===== src/rtl/rgbgr_pkg.sv =====
`default_nettype none
// ----------------------------------------------------------------------------
// rgbgr_pkg
// Shared types, constants and the control store of the gradient run generator.
// ----------------------------------------------------------------------------
package rgbgr_pkg;

	localparam int COLOR_W    = 8;
	localparam int COUNT_W    = 6;
	localparam int DIV_CNT_W  = $clog2(COLOR_W);
	localparam int PC_W       = 4;
	localparam int CHAN_W     = 2;
	localparam int MAX_COLORS = 63;

	localparam logic [CHAN_W-1:0] CH_RED   = 2'd0;
	localparam logic [CHAN_W-1:0] CH_GREEN = 2'd1;
	localparam logic [CHAN_W-1:0] CH_BLUE  = 2'd2;

	typedef struct packed {
		logic [COLOR_W-1:0] base_red;
		logic [COLOR_W-1:0] base_green;
		logic [COLOR_W-1:0] base_blue;
		logic [COLOR_W-1:0] target_red;
		logic [COLOR_W-1:0] target_green;
		logic [COLOR_W-1:0] target_blue;
		logic [COUNT_W-1:0] count;
		logic               mirror;
	} req_t;

	typedef struct packed {
		logic [COLOR_W-1:0] red;
		logic [COLOR_W-1:0] green;
		logic [COLOR_W-1:0] blue;
		logic [COUNT_W-1:0] position;
		logic               last;
	} res_t;

	typedef struct packed {
		logic init;
		logic step;
	} div_ctrl_t;

	typedef enum logic [2:0] {
		OP_IDLE,
		OP_SETUP,
		OP_DIV_INIT,
		OP_DIV_STEP,
		OP_DIV_END,
		OP_EMIT
	} op_t;

	typedef enum logic [2:0] {
		CND_NEXT,
		CND_JUMP,
		CND_WAIT_IN,
		CND_EMPTY,
		CND_DIV_LOOP,
		CND_EMIT_LOOP
	} cond_t;

	typedef struct packed {
		op_t              op;
		cond_t            cond;
		logic [CHAN_W-1:0] chan;
		logic [PC_W-1:0]   target;
	} ucode_t;

	localparam logic [PC_W-1:0] PC_START = 4'd0;

	function automatic ucode_t ucode_rom(input logic [PC_W-1:0] pc);
		ucode_t w;
		w = '{OP_IDLE, CND_JUMP, CH_RED, PC_START};
		unique case (pc)
			4'd0:  w = '{OP_IDLE,     CND_WAIT_IN,   CH_RED,   PC_START};
			4'd1:  w = '{OP_SETUP,    CND_EMPTY,     CH_RED,   PC_START};
			4'd2:  w = '{OP_DIV_INIT, CND_NEXT,      CH_RED,   PC_START};
			4'd3:  w = '{OP_DIV_STEP, CND_DIV_LOOP,  CH_RED,   PC_START};
			4'd4:  w = '{OP_DIV_END,  CND_NEXT,      CH_RED,   PC_START};
			4'd5:  w = '{OP_DIV_INIT, CND_NEXT,      CH_GREEN, PC_START};
			4'd6:  w = '{OP_DIV_STEP, CND_DIV_LOOP,  CH_GREEN, PC_START};
			4'd7:  w = '{OP_DIV_END,  CND_NEXT,      CH_GREEN, PC_START};
			4'd8:  w = '{OP_DIV_INIT, CND_NEXT,      CH_BLUE,  PC_START};
			4'd9:  w = '{OP_DIV_STEP, CND_DIV_LOOP,  CH_BLUE,  PC_START};
			4'd10: w = '{OP_DIV_END,  CND_NEXT,      CH_BLUE,  PC_START};
			4'd11: w = '{OP_EMIT,     CND_EMIT_LOOP, CH_RED,   PC_START};
			default: w = '{OP_IDLE, CND_JUMP, CH_RED, PC_START};
		endcase
		return w;
	endfunction

endpackage
`default_nettype wire


===== src/rtl/rgbgr_if.sv =====
`default_nettype none
// ----------------------------------------------------------------------------
// rgbgr_if
// Valid/ready channels for requests and gradient colors.
// ----------------------------------------------------------------------------
interface rgbgr_req_if;
	logic              valid;
	logic              ready;
	rgbgr_pkg::req_t   data;
	modport source (output valid, output data, input ready);
	modport sink   (input valid, input data, output ready);
endinterface

interface rgbgr_res_if;
	logic              valid;
	logic              ready;
	rgbgr_pkg::res_t   data;
	modport source (output valid, output data, input ready);
	modport sink   (input valid, input data, output ready);
endinterface
`default_nettype wire


===== src/rtl/rgbgr_div.sv =====
`default_nettype none
// ----------------------------------------------------------------------------
// rgbgr_div
// Restoring divider, one quotient bit per step, unsigned magnitude only.
// ----------------------------------------------------------------------------
module rgbgr_div (
	input  wire logic                              clk,
	input  wire logic                              arst_n,
	input  wire rgbgr_pkg::div_ctrl_t              ctrl,
	input  wire logic [rgbgr_pkg::COLOR_W-1:0]     dividend,
	input  wire logic [rgbgr_pkg::COUNT_W-1:0]     divisor,
	output logic      [rgbgr_pkg::COLOR_W-1:0]     quotient,
	output logic                                   done
);
	logic [rgbgr_pkg::COLOR_W-1:0]   quo_q;
	logic [rgbgr_pkg::COUNT_W-1:0]   rem_q;
	logic [rgbgr_pkg::DIV_CNT_W-1:0] cnt_q;
	logic [rgbgr_pkg::COUNT_W:0]     trial;
	logic [rgbgr_pkg::COUNT_W:0]     diff;
	logic                            fits;

	assign trial = {rem_q, quo_q[rgbgr_pkg::COLOR_W-1]};
	assign diff  = trial - {1'b0, divisor};
	assign fits  = (trial >= {1'b0, divisor});

	always_ff @(posedge clk or negedge arst_n) begin
		if (!arst_n) begin
			cnt_q <= '0;
		end else if (ctrl.init) begin
			cnt_q <= '0;
		end else if (ctrl.step) begin
			cnt_q <= cnt_q + 1'b1;
		end
	end

	always_ff @(posedge clk) begin
		if (ctrl.init) begin
			quo_q <= dividend;
			rem_q <= '0;
		end else if (ctrl.step) begin
			quo_q <= {quo_q[rgbgr_pkg::COLOR_W-2:0], fits};
			rem_q <= fits ? diff[rgbgr_pkg::COUNT_W-1:0] : trial[rgbgr_pkg::COUNT_W-1:0];
		end
	end

	assign quotient = quo_q;
	assign done     = (cnt_q == {rgbgr_pkg::DIV_CNT_W{1'b1}});
endmodule
`default_nettype wire


===== src/rtl/rgb_gradient_run_generator.sv =====
`default_nettype none
// ----------------------------------------------------------------------------
// rgb_gradient_run_generator: linear RGB gradient run from one request beat.
// The first color is offered once all three channel divisions are done; then one color
// per cycle while rsp.ready stays high.
// An empty run returns to idle after setup; the block takes one request at a time.
// Each channel's step comes from the 8-step serial divider shared by the three channels.
// Reset clears the sequencer and divider step count; a request is taken right after reset.
// ----------------------------------------------------------------------------
module rgb_gradient_run_generator #(
	parameter int MAX_COLORS = rgbgr_pkg::MAX_COLORS
) (
	input  wire logic  clk,
	input  wire logic  arst_n,
	rgbgr_req_if.sink  req,
	rgbgr_res_if.source rsp
);
	localparam int CW = rgbgr_pkg::COLOR_W;
	localparam int NW = rgbgr_pkg::COUNT_W;
	localparam logic [7:0] MaxC = 8'(MAX_COLORS);

	logic [rgbgr_pkg::PC_W-1:0] pc_q;
	logic [rgbgr_pkg::PC_W-1:0] pc_nxt;
	rgbgr_pkg::ucode_t          uw;

	logic [CW-1:0]        base_q [3];
	logic [CW-1:0]        target_q [3];
	logic                 mirror_q;
	logic [NW-1:0]        n_q;
	logic [NW-1:0]        emit_q;
	logic [NW-1:0]        k_q;
	logic [CW-1:0]        acc_q [3];
	logic signed [CW:0]   step_q [3];
	logic                 neg_q;

	logic                 req_fire;
	logic                 rsp_fire;
	logic                 is_last;
	logic [NW-1:0]        half;
	logic [NW-1:0]        total;
	logic [NW-1:0]        emit_d;
	logic [CW-1:0]        b_sel;
	logic [CW-1:0]        t_sel;
	logic signed [CW:0]   diff;
	logic [CW-1:0]        mag;
	logic [CW-1:0]        quo;
	logic                 div_done;
	rgbgr_pkg::div_ctrl_t div_ctrl;
	logic                 rising;

	assign uw = rgbgr_pkg::ucode_rom(pc_q);

	assign req.ready = (uw.op == rgbgr_pkg::OP_IDLE);
	assign req_fire  = req.valid && req.ready;
	assign rsp.valid = (uw.op == rgbgr_pkg::OP_EMIT);
	assign rsp_fire  = rsp.valid && rsp.ready;
	assign is_last   = (k_q == emit_q - 1'b1);

	// request decode
	assign half   = {1'b0, req.data.count[NW-1:1]};
	assign total  = req.data.mirror ? {req.data.count[NW-1:1], 1'b1} : req.data.count;
	assign emit_d = ({2'b00, total} > MaxC) ? MaxC[NW-1:0] : total;

	// divider operand selection
	assign b_sel = base_q[uw.chan];
	assign t_sel = target_q[uw.chan];
	assign diff  = $signed({1'b0, t_sel}) - $signed({1'b0, b_sel});
	assign mag   = diff[CW] ? CW'(-diff) : diff[CW-1:0];

	assign div_ctrl.init = (uw.op == rgbgr_pkg::OP_DIV_INIT);
	assign div_ctrl.step = (uw.op == rgbgr_pkg::OP_DIV_STEP);

	rgbgr_div u_div (
		.clk      (clk),
		.arst_n   (arst_n),
		.ctrl     (div_ctrl),
		.dividend (mag),
		.divisor  (n_q),
		.quotient (quo),
		.done     (div_done)
	);

	// sequencer
	always_comb begin
		pc_nxt = pc_q + 1'b1;
		unique case (uw.cond)
			rgbgr_pkg::CND_NEXT:      pc_nxt = pc_q + 1'b1;
			rgbgr_pkg::CND_JUMP:      pc_nxt = uw.target;
			rgbgr_pkg::CND_WAIT_IN:   pc_nxt = req_fire ? pc_q + 1'b1 : pc_q;
			rgbgr_pkg::CND_EMPTY:     pc_nxt = (emit_q == '0) ? uw.target : pc_q + 1'b1;
			rgbgr_pkg::CND_DIV_LOOP:  pc_nxt = div_done ? pc_q + 1'b1 : pc_q;
			rgbgr_pkg::CND_EMIT_LOOP: pc_nxt = (rsp_fire && is_last) ? uw.target : pc_q;
			default:                  pc_nxt = rgbgr_pkg::PC_START;
		endcase
	end

	always_ff @(posedge clk or negedge arst_n) begin
		if (!arst_n) begin
			pc_q <= rgbgr_pkg::PC_START;
		end else begin
			pc_q <= pc_nxt;
		end
	end

	// datapath
	assign rising = !mirror_q || (k_q < n_q);

	always_ff @(posedge clk) begin
		if (req_fire) begin
			base_q[0]   <= req.data.base_red;
			base_q[1]   <= req.data.base_green;
			base_q[2]   <= req.data.base_blue;
			target_q[0] <= req.data.target_red;
			target_q[1] <= req.data.target_green;
			target_q[2] <= req.data.target_blue;
			mirror_q    <= req.data.mirror;
			n_q         <= req.data.mirror ? half : req.data.count;
			emit_q      <= emit_d;
		end
		if (uw.op == rgbgr_pkg::OP_SETUP) begin
			k_q <= '0;
			for (int c = 0; c < 3; c++) begin
				acc_q[c] <= base_q[c];
			end
		end
		if (div_ctrl.init) begin
			neg_q <= diff[CW];
		end
		if (uw.op == rgbgr_pkg::OP_DIV_END) begin
			if (n_q == '0) begin
				step_q[uw.chan] <= '0;
			end else begin
				step_q[uw.chan] <= neg_q ? -$signed({1'b0, quo}) : $signed({1'b0, quo});
			end
		end
		if (rsp_fire) begin
			k_q <= k_q + 1'b1;
			for (int c = 0; c < 3; c++) begin
				acc_q[c] <= rising ? acc_q[c] + step_q[c][CW-1:0]
				                   : acc_q[c] - step_q[c][CW-1:0];
			end
		end
	end

	assign rsp.data.red      = acc_q[0];
	assign rsp.data.green    = acc_q[1];
	assign rsp.data.blue     = acc_q[2];
	assign rsp.data.position = k_q;
	assign rsp.data.last     = is_last;
endmodule
`default_nettype wire

===== src/flat_wrapper.sv =====
// flat-port wrapper written by rule: the top's interface ports become plain ports
module rgb_gradient_run_generator_flat 
#(
	parameter int MAX_COLORS = rgbgr_pkg::MAX_COLORS
)
  (clk, arst_n, req_valid, req_data, req_ready, rsp_valid, rsp_data, rsp_ready);
  rgbgr_req_if req_i ();
  rgbgr_res_if rsp_i ();
  input  wire logic clk;
  input  wire logic arst_n;
  input wire logic [$bits(req_i.valid)-1:0] req_valid;
  input wire logic [$bits(req_i.data)-1:0] req_data;
  output wire logic [$bits(req_i.ready)-1:0] req_ready;
  output wire logic [$bits(rsp_i.valid)-1:0] rsp_valid;
  output wire logic [$bits(rsp_i.data)-1:0] rsp_data;
  input wire logic [$bits(rsp_i.ready)-1:0] rsp_ready;
  assign req_i.valid = req_valid;
  assign req_i.data = req_data;
  assign req_ready = req_i.ready;
  assign rsp_valid = rsp_i.valid;
  assign rsp_data = rsp_i.data;
  assign rsp_i.ready = rsp_ready;
  rgb_gradient_run_generator #(.MAX_COLORS(MAX_COLORS)) u_core (.clk(clk), .arst_n(arst_n), .req(req_i), .rsp(rsp_i));
endmodule

===== config.mk =====
export PLATFORM = sky130hd
export DESIGN_NAME = rgb_gradient_run_generator_flat
export DESIGN_NICKNAME = d
export VERILOG_FILES = /design/src/rtl/rgbgr_pkg.sv /design/src/rtl/rgbgr_if.sv /design/src/rtl/rgbgr_div.sv /design/src/rtl/rgb_gradient_run_generator.sv /design/src/flat_wrapper.sv
export SDC_FILE = /design/constraint.sdc
export NUM_CORES = 1
export LEC_CHECK = 0
export ABC_CLOCK_PERIOD_IN_PS = 3200
export BUFFER_PORTS_ARGS = -buffer_cell sky130_fd_sc_hd__buf_2
export CAP_MARGIN = 30
export CORE_MARGIN = 2
export CORE_UTILIZATION = 35
export DETAILED_ROUTE_END_ITERATION = 10
export SYNTH_ARGS = -nofsm -noshare
export SYNTH_HDL_FRONTEND = slang
export SYNTH_SLANG_ARGS = --single-unit

===== constraint.sdc =====
create_clock -name clk -period 3.2 [get_ports clk]
set_input_delay 0.64 -clock clk [delete_from_list [all_inputs] [get_ports clk]]
set_output_delay 0.64 -clock clk [all_outputs]
set_load 0.03 [all_outputs]

==> summary.txt, run 1 <==
power after layout: 12.4 mW
Routed WL: 19600 microns
hpwl dp: 14600 microns
fraction of layout instances using a drive strength above 1: 31.6%
final-stage net count: 991
largest net degree at the start of global routing: 62
remaining antenna violation count: 0
DIE HEIGHT: 154 microns
initial antenna violation count: 0
CP Launch Type: flop
leakage power: 4.08 nW
initial drt markers: 283
period utilization: 98.5%
met2 Usage GRT: 27.0%
CP max FO: 6
CTS Buf Count: 17
GR peak layer: met2
total number of vias: 5994
synth unique cells: 69
met1 usage in global routing: 21.6%
CTS tree: yes
max cap viols: 0
sequential share of the synthesized area: 50.7%
DR WL/cell: 16.8 microns
Final Hold Slack: 42.0 ps
Hold Crit Class: in -> async
crit path DAT: 3420 ps
num rows: 55
Slew Limit Fails: 0
Top FF cell, synth: edfxtp_1
Util after Layout: 45.3%
Setup CP Type: reg -> reg
clock sinks: 137
met3 Usage GRT: 4.09%
Post-synth ARST share: 5.11%
Tightest Pin Transition: 699 ps
Post-synth EDFFs: 124
multi-input logic area: 0.00404 sq mm
first-pass GRT wire length: 30600 microns
Post-route DRC: 0
RD Place Congestion: 0.910
register bit total from synthesis: 137
Clk Latency, worst-skew pair: 430 ps
Crit. End Element: flop
CORE AREA: 0.0224 sq mm
number of port buffers: 91
post-DR vias/cell: 5.13
worst setup path start: u_core.pc_q[0]$_DFFE_PN0P_
Fillers: 2096
DR pass1 iterations: 5
vias in the first global route: 5826
post-synthesis instance area: 0.00793 sq mm
Worst slew margin: 53.3%
Final setup viols: 0
Avg Inst Size Synth: 11.1 sq um
gr usage total: 16.6%
Synth warnings: 0
CTS Root Cell: clkbuf_16
clock skew: 10.0 ps
critical path data required time: 3470 ps
pwr dens: 1220 mW/mm^2
RSZ-0062 raised after global routing: true
CTS Buffer Depth: 2
Die Footprint: 0.0239 sq mm
net count after synthesis: 835
CTS H-Tree Depth: 4
final hold violation count: 0
I/O Pins: 92
die width: 154 microns
Fmax achieved: 0.317 GHz
worst ir drop on vdd: 0.533 mV
FF-to-FF Start: u_core.pc_q[0]$_DFFE_PN0P_
P&R area growth vs syn: 28.3%
fin crit period: 3150 ps
storage element area: 0.00402 sq mm
n_diodes: 0
clock-pin slew on the worst setup and hold paths: 60 ps
initial core utilization: 35.3%
status: finished clean
grt total ovfl: 0
cts hold-fix bufs: 0
Syn Inst Count: 715
Yosys cell counts, types with 5 or more instances:
cell type | instances | area (sq um)
o31ai_1 | 8 | 60.1
nand2b_1 | 6 | 37.5
nor2_1 | 57 | 214
ha_1 | 56 | 701
buf_2 | 6 | 30.0
or3_1 | 11 | 68.8
a211oi_1 | 7 | 52.6
a22oi_1 | 5 | 37.5
nand2_1 | 80 | 300
fa_1 | 5 | 100
dfrtp_1 | 7 | 175
a21o_1 | 10 | 75.1
mux2_2 | 13 | 146
xor2_1 | 28 | 245
dfxtp_1 | 6 | 120
edfxtp_1 | 124 | 3720
clkbuf_1 | 12 | 45.0
o41ai_1 | 5 | 43.8
o21ai_0 | 46 | 230
nand3b_1 | 5 | 37.5
inv_1 | 29 | 109
a21oi_1 | 24 | 120
xnor2_1 | 32 | 280
nand3_1 | 7 | 35.0
o21a_1 | 9 | 67.6
o22a_1 | 7 | 61.3
nor2b_1 | 9 | 56.3
o21ai_1 | 5 | 25.0
nor3_1 | 17 | 85.1
metal layers:
metal,up-vias,part of all wire (%)
li1,2971,-
met1,2846,45
met2,150,49
met3,27,4.2
met4,0,2.2
met5,-,0
cell families (layout without fill, tap and decap cells):
logic type	count (synthesis)	count (layout)	share of synthesized area [%]
flip-flops	137	137	50.7
XOR/XNOR	60	60	6.63
buffers and inverters	53	222	2.72
AND/OR/NAND/NOR	223	223	13.4
multiplexers	15	15	2.12
adder cells (fa/ha/maj)	61	61	10.1
AO/OA/AOI/OAI	166	166	14.3
worst paths after layout:
path,slack [ps],cells past startpoint,to
max reg2reg,50,15,u_core.u_div.quotient[1]$_DFFE_PP_
min,40,1,u_core.pc_q[0]$_DFFE_PN0P_
min reg2reg,470,2,u_core.u_div.cnt_q[1]$_DFFE_PN0P_
max in group asynchronous,3000,1,u_core.u_div.cnt_q[0]$_DFFE_PN0P_
min in group clk,380,1,u_core.target_q[1][6]$_DFFE_PP_
max,50,15,u_core.u_div.quotient[1]$_DFFE_PP_
placed cells by master (no fill, tap or decap), types with 15 or more instances in the layout:
cell type and instances:
a21oi_1 16, buf_2 91, buf_4 59, clkbuf_16 18, edfxtp_1 124, ha_1 46
inv_1 24, nand2_1 77, nor2_1 49, nor3_1 15, o21ai_0 36, xnor2_1 30
xor2_1 28
flip-flops by register name (all words and copies together), names as in the netlist:
name	flops
u_core.acc_q	24
u_core.u_div.cnt_q	3
u_core.u_div.quotient	8
u_core.step_q	24
u_core.base_q	24
u_core.target_q	24
u_core.u_div.rem_q	6
u_core.emit_q	6
u_core.neg_q	1
u_core.k_q	6
u_core.pc_q	4
u_core.n_q	6
u_core.mirror_q	1
critical path, stage by stage, from the launching register on:
cell and delay [ps]:
dfrtp_1 410, ha_2 210, inv_2 80, ha_4 150
nand2_4 70, buf_6 150, o22ai_1 150, nor2_1 80
ha_2 190, fa_2 370, nand2b_4 170, a21oi_2 170
o221a_4 260, nor2_2 80, or2_2 290, a31oi_1 160
through the flow:
stage / instances / setup TNS (ps) / setup WS (ps) / area, sq um
after floorplan: 715 / -1.82 / -1.82 / 7990
after global placement: 1123 / -38.0 / -22.4 / 9140
after detailed placement: 1123 / -333 / -89.2 / 9140
after CTS: 1158 / -0.230 / -0.230 / 9770
after global routing: 1169 / -441 / -107 / 10200
final: 1169 / 0 / 47.6 / 10200
timing repair:
action,in CTS,in global routing
gates cloned,0,2
pin swaps,1,37
endpoints found under the setup margin,5,18
buffers inserted,3,9
gates resized for setup,5,67
power by group:
group	internal, mW	switching (mW)	leakage (nW)
sequential	2.69	0.376	1.30
clock	1.17	0.832	0.283
combinational	3.23	4.07	2.50
layout make-up:
cell class	count	area share (%)
inverter	32	1.18
timing repair buffer	158	10.2
multi-input combinational	525	39.7
clock buffer	18	4.22
tap	285	3.51
clock inverter	14	1.62
sequential	137	39.5
No activity file was read; power rests on OpenSTA's default activity.
==> run 2, diff against run 1 <==
ABC_CLOCK_PERIOD_IN_PS = 3050   (was 3200)
clock period = 3.05 ns   (was 3.2 ns; I/O delays follow)
==> summary.txt, run 2 (same netlist as run 1, synthesis figures left out) <==
gr usage total: 17.1%
worst ir drop on vdd: 0.623 mV
die width: 154 microns
Worst slew margin: 53.3%
Crit. End Element: flop
total number of vias: 6027
remaining antenna violation count: 0
CTS Buf Count: 17
RSZ-0062 raised after global routing: true
CTS tree: yes
multi-input logic area: 0.00417 sq mm
Place WS: -243 ps
Setup WS post-layout: -107 ps
sequential share of power: 23.7%
status: finished with violations
Routed WL: 19900 microns
Sw Ratio: 41.5%
number of port buffers: 91
Tightest Pin Transition: 696 ps
most frequent cells in the layout: 124 x edfxtp_1, 91 x buf_2, 82 x buf_4
part of the power in combinational logic: 60.6%
CTS Root Cell: clkbuf_16
RD Place Congestion: 0.863
CTS H-Tree Depth: 4
hpwl dp: 14800 microns
Clk pwr share: 15.7%
max cap viols: 0
I/O Pins: 92
Fmax achieved: 0.317 GHz
final hold violation count: 0
clock skew: 8.51 ps
num rows: 55
failing checks: setup timing
vias in the first global route: 5972
DR WL/cell: 16.7 microns
initial core utilization: 35.3%
crit path DAT: 3330 ps
DIE HEIGHT: 154 microns
clock sinks: 137
pwr dens: 1300 mW/mm^2
commonest non-fill, non-tap cell in the layout: edfxtp_1
initial antenna violation count: 0
leakage power: 4.18 nW
largest net degree at the start of global routing: 51
worst path bufs/invs: 3
DR pass1 iterations: 5
period utilization: 103%
final-stage net count: 1012
P_sw: 5.65 mW
delay-heaviest family, CP: compound AO/OA/AOI/OAI gates
cell chain of the critical path: ha_2 > inv_2 > ha_4 > nand2_2 > buf_4 > o22a_1 > o21a_1 > buf_4 > ha_1 > nor2b_1 > o2111ai_2 > and3_4 > o2111ai_2 > o2111ai_1 > nand3b_1
Hold Crit Class: in -> async
initial drt markers: 323
fin crit period: 3160 ps
first-pass GRT wire length: 31600 microns
CP Launch Type: flop
critical path data required time: 3220 ps
Crit path largest cell delay: 400 ps
grt total ovfl: 0
Final TNS setup: -403 ps
Fillers: 2059
fraction of layout instances using a drive strength above 1: 35.3%
Internal Pwr Total: 7.95 mW
cts hold-fix bufs: 0
Clk Latency, worst-skew pair: 420 ps
n_diodes: 0
Slew Limit Fails: 0
Post-route DRC: 0
post-DR vias/cell: 5.07
Crit-path slowest cell: dfrtp_1
CTS Buffer Depth: 2
CP max FO: 4
storage element area: 0.00402 sq mm
Die Footprint: 0.0239 sq mm
CORE AREA: 0.0224 sq mm
Final setup viols: 5
Setup CP Type: reg -> reg
clock-pin slew on the worst setup and hold paths: 60 ps
P&R area growth vs syn: 31.7%
-- run 2: changes by cell type in the layout (fill, tap and decap cells not counted), moves of 3 or more --
cell,delta
buf_4,+23
o21ai_0,-4
a21oi_1,-3
inv_6,-3
inv_8,-3
nor2_1,-3
-- run 2: layout make-up --
| class | instances | share of cell area (%) |
|---|---|---|
| timing repair buffer | 179 | 11.1 |
| multi-input combinational | 525 | 40.0 |
| sequential | 137 | 38.5 |
| clock inverter | 13 | 1.71 |
| inverter | 32 | 1.15 |
| tap | 285 | 3.42 |
| clock buffer | 18 | 4.11 |
-- run 2: power by group through the flow --
stage	clock network (mW)	registers (mW)	logic (mW)
after global routing	2.26	3.28	9.06
after global placement	0	3.24	7.04
after CTS	2.18	3.21	7.73
final	2.13	3.22	8.25
after detailed placement	0	3.24	7.10
after floorplan	0	3.40	4.71
-- run 2: what timing repair did --
action	in CTS	in global routing
setup buffers	8	9
gates resized for setup	30	51
pin swaps	23	41
endpoints found under the setup margin	16	17
cloned	0	0
-- run 2: worst paths after layout --
kind	cells after the start	end	from	slack (ps)
max in group asynchronous	1	u_core.u_div.cnt_q[2]$_DFFE_PN0P_	arst_n	2870
max	15	u_core.u_div.quotient[7]$_DFFE_PP_	u_core.pc_q[1]$_DFFE_PN0P_	-110
min	1	u_core.u_div.cnt_q[0]$_DFFE_PN0P_	arst_n	20
min in group clk	1	u_core.base_q[0][5]$_DFFE_PP_	req_data[52]	360
min reg2reg	2	u_core.u_div.rem_q[5]$_SDFFE_PP0N_	u_core.u_div.rem_q[5]$_SDFFE_PP0N_	480
max reg2reg	15	u_core.u_div.quotient[7]$_DFFE_PP_	u_core.pc_q[1]$_DFFE_PN0P_	-110
-- run 2: routing by layer --
layer	track usage (%)	vias to the layer above	share of wire, %
met5	0	-	0
li1	-	3008	-
met2	28.5	118	49
met4	5.16	0	1.5
met3	3.59	21	4.4
met1	22.4	2880	45
-- run 2: metrics by stage --
step	power, mW	cells	hold slack (ps)	area [sq um]	utilization [%]
6_report	13.6	1189	15.7	10400	46.5
3_5_place_dp	10.3	1142	456	9340	41.6
3_3_place_gp	10.3	1142	450	9340	41.6
5_1_grt	14.6	1189	5.58	10400	46.5
2_1_floorplan	8.12	715	314	8100	-
4_1_cts	13.1	1180	2.85	10100	45.2
==> run 3, diff against run 2 <==
BUFFER_PORTS_ARGS = unset   (was -buffer_cell sky130_fd_sc_hd__buf_2)
CORE_UTILIZATION = 40   (was 35)
DONT_BUFFER_PORTS = 1   (was unset)
GPL_TIMING_DRIVEN = 0   (was unset)
==> summary.txt, run 3 (same netlist as run 1, synthesis figures left out) <==
Worst Reg-to-Reg Cells: 16
clock skew: 12.5 ps
CTS Buf Count: 17
final instance area: 0.0100 sq mm
clock sinks: 137
CP Launch Type: flop
max cap viols: 0
multi-input logic area: 0.00426 sq mm
min-delay src: req_data[44]
Fillers: 1693
Setup CP Type: reg -> reg
DIE HEIGHT: 145 microns
total number of vias: 5906
DP Area: 0.00849 sq mm
CTS tree: yes
status: finished with violations
commonest non-fill, non-tap cell in the layout: edfxtp_1
final-stage net count: 918
CP max FO: 7
post-DR vias/cell: 5.48
hpwl dp: 15100 microns
CTS Buffer Depth: 2
P&R area growth vs syn: 26.5%
Final setup viols: 20
period utilization: 112%
setup slack, reg-to-reg: -370 ps
Routed WL: 21200 microns
clock-pin slew on the worst setup and hold paths: 60 ps
die width: 145 microns
Hold Crit Class: in -> reg
most frequent cells in the layout: 124 x edfxtp_1, 74 x nand2_1, 59 x buf_4
largest net degree at the start of global routing: 46
gr usage total: 20.7%
hold worst-path end: u_core.base_q[1][5]$_DFFE_PP_
CORE AREA: 0.0195 sq mm
DR WL/cell: 19.7 microns
Die Footprint: 0.0210 sq mm
DR pass1 iterations: 5
final hold violation count: 0
initial core utilization: 40.7%
RD Place Congestion: 0.869
I/O Pins: 92
RSZ-0062 raised after global routing: true
CTS Root Cell: clkbuf_16
vias in the first global route: 5907
remaining antenna violation count: 0
first-pass GRT wire length: 32400 microns
Setup WS post-layout: -368 ps
fin crit period: 3420 ps
critical path data required time: 3350 ps
number of port buffers: 0
reg2reg end: u_core.acc_q[0][23]$_DFFE_PP_
initial antenna violation count: 0
fraction of layout instances using a drive strength above 1: 28.1%
crit path DAT: 3720 ps
FF-to-FF Start: u_core.k_q[5]$_SDFFCE_PN0P_
Fmax achieved: 0.293 GHz
CTS H-Tree Depth: 4
storage element area: 0.00402 sq mm
initial drt markers: 403
Tightest Pin Transition: 848 ps
grt total ovfl: 0
Post-route DRC: 0
Clk Latency, worst-skew pair: 430 ps
Slew Limit Fails: 0
Crit. End Element: flop
failing checks: setup timing
hold path cells: 0
num rows: 51
Worst slew margin: 43.1%
run 3: worst max path at each step:
stage | startpoint | to | cells past startpoint
floorplan | u_core.k_q[4]$_SDFFCE_PN0P_ | u_core.acc_q[0][23]$_DFFE_PP_ | 13
global placement | u_core.pc_q[0]$_DFFE_PN0P_ | u_core.acc_q[0][10]$_DFFE_PP_ | 5
detailed placement | u_core.pc_q[0]$_DFFE_PN0P_ | u_core.u_div.quotient[6]$_DFFE_PP_ | 13
CTS | u_core.k_q[4]$_SDFFCE_PN0P_ | u_core.acc_q[0][7]$_DFFE_PP_ | 14
global route | u_core.k_q[5]$_SDFFCE_PN0P_ | u_core.acc_q[0][23]$_DFFE_PP_ | 16
finish | u_core.k_q[5]$_SDFFCE_PN0P_ | u_core.acc_q[0][23]$_DFFE_PP_ | 16
run 3: critical path, stage by stage (launching register included):
cell      delay [ps]
edfxtp_1         590
ha_1             380
nand2_1          100
o21ai_2          190
buf_4            150
a21oi_4           40
buf_8            140
buf_4            140
a21oi_1          140
xor2_1           200
ha_1             270
o21ai_1          110
nor2_2            70
o41ai_2          380
buf_4            180
nand4b_1         100
nand3b_1         100
run 3: repair_timing:
item                       4_1_cts  5_1_grt
cloned                           2        0
hold buffers                     1        0
pin swaps                       49       45
hold endpoints to repair         7        0
setup endpoints to repair       23       21
resized for setup               94       27
setup buffers                   39       22
run 3: final cells by class:
class / instances / share of cell area [%]
Multi-Input combinational cell: 525 / 42.5
Sequential cell: 137 / 40.1
Timing Repair Buffer: 65 / 5.53
Clock buffer: 18 / 4.28
Tap cell: 265 / 3.31
Buffer: 20 / 1.62
Clock inverter: 14 / 1.37
Inverter: 32 / 1.27
Antenna cell: 1 / 0.0250
run 3: per-stage QoR:
| step | worst slack, ps | hold WS (ps) | cells | util [%] | TNS (ps) |
|---|---|---|---|---|---|
| floorplan | -47.6 | 314 | 715 | - | -225 |
| global placement | -864 | 315 | 980 | 43.3 | -34580 |
| detailed placement | -640 | 315 | 982 | 43.6 | -9120 |
| CTS | -299 | 262 | 1054 | 50.1 | -2840 |
| global route | -457 | 256 | 1076 | 51.5 | -6410 |
| finish | -368 | 273 | 1077 | 51.5 | -3690 |
run 3: layer usage:
| layer | up-vias | GRT usage [%] | wire length [microns] |
|---|---|---|---|
| met1 | 2866 | 26.7 | 9140 |
| met4 | 0 | 6.90 | 444 |
| met5 | - | 0 | 0 |
| met2 | 174 | 34.7 | 10500 |
| li1 | 2830 | - | - |
| met3 | 36 | 4.34 | 1110 |
Power of run 3 is not shown: default switching activity piles up to over one toggle a cycle in this logic, so the estimate is an artifact.
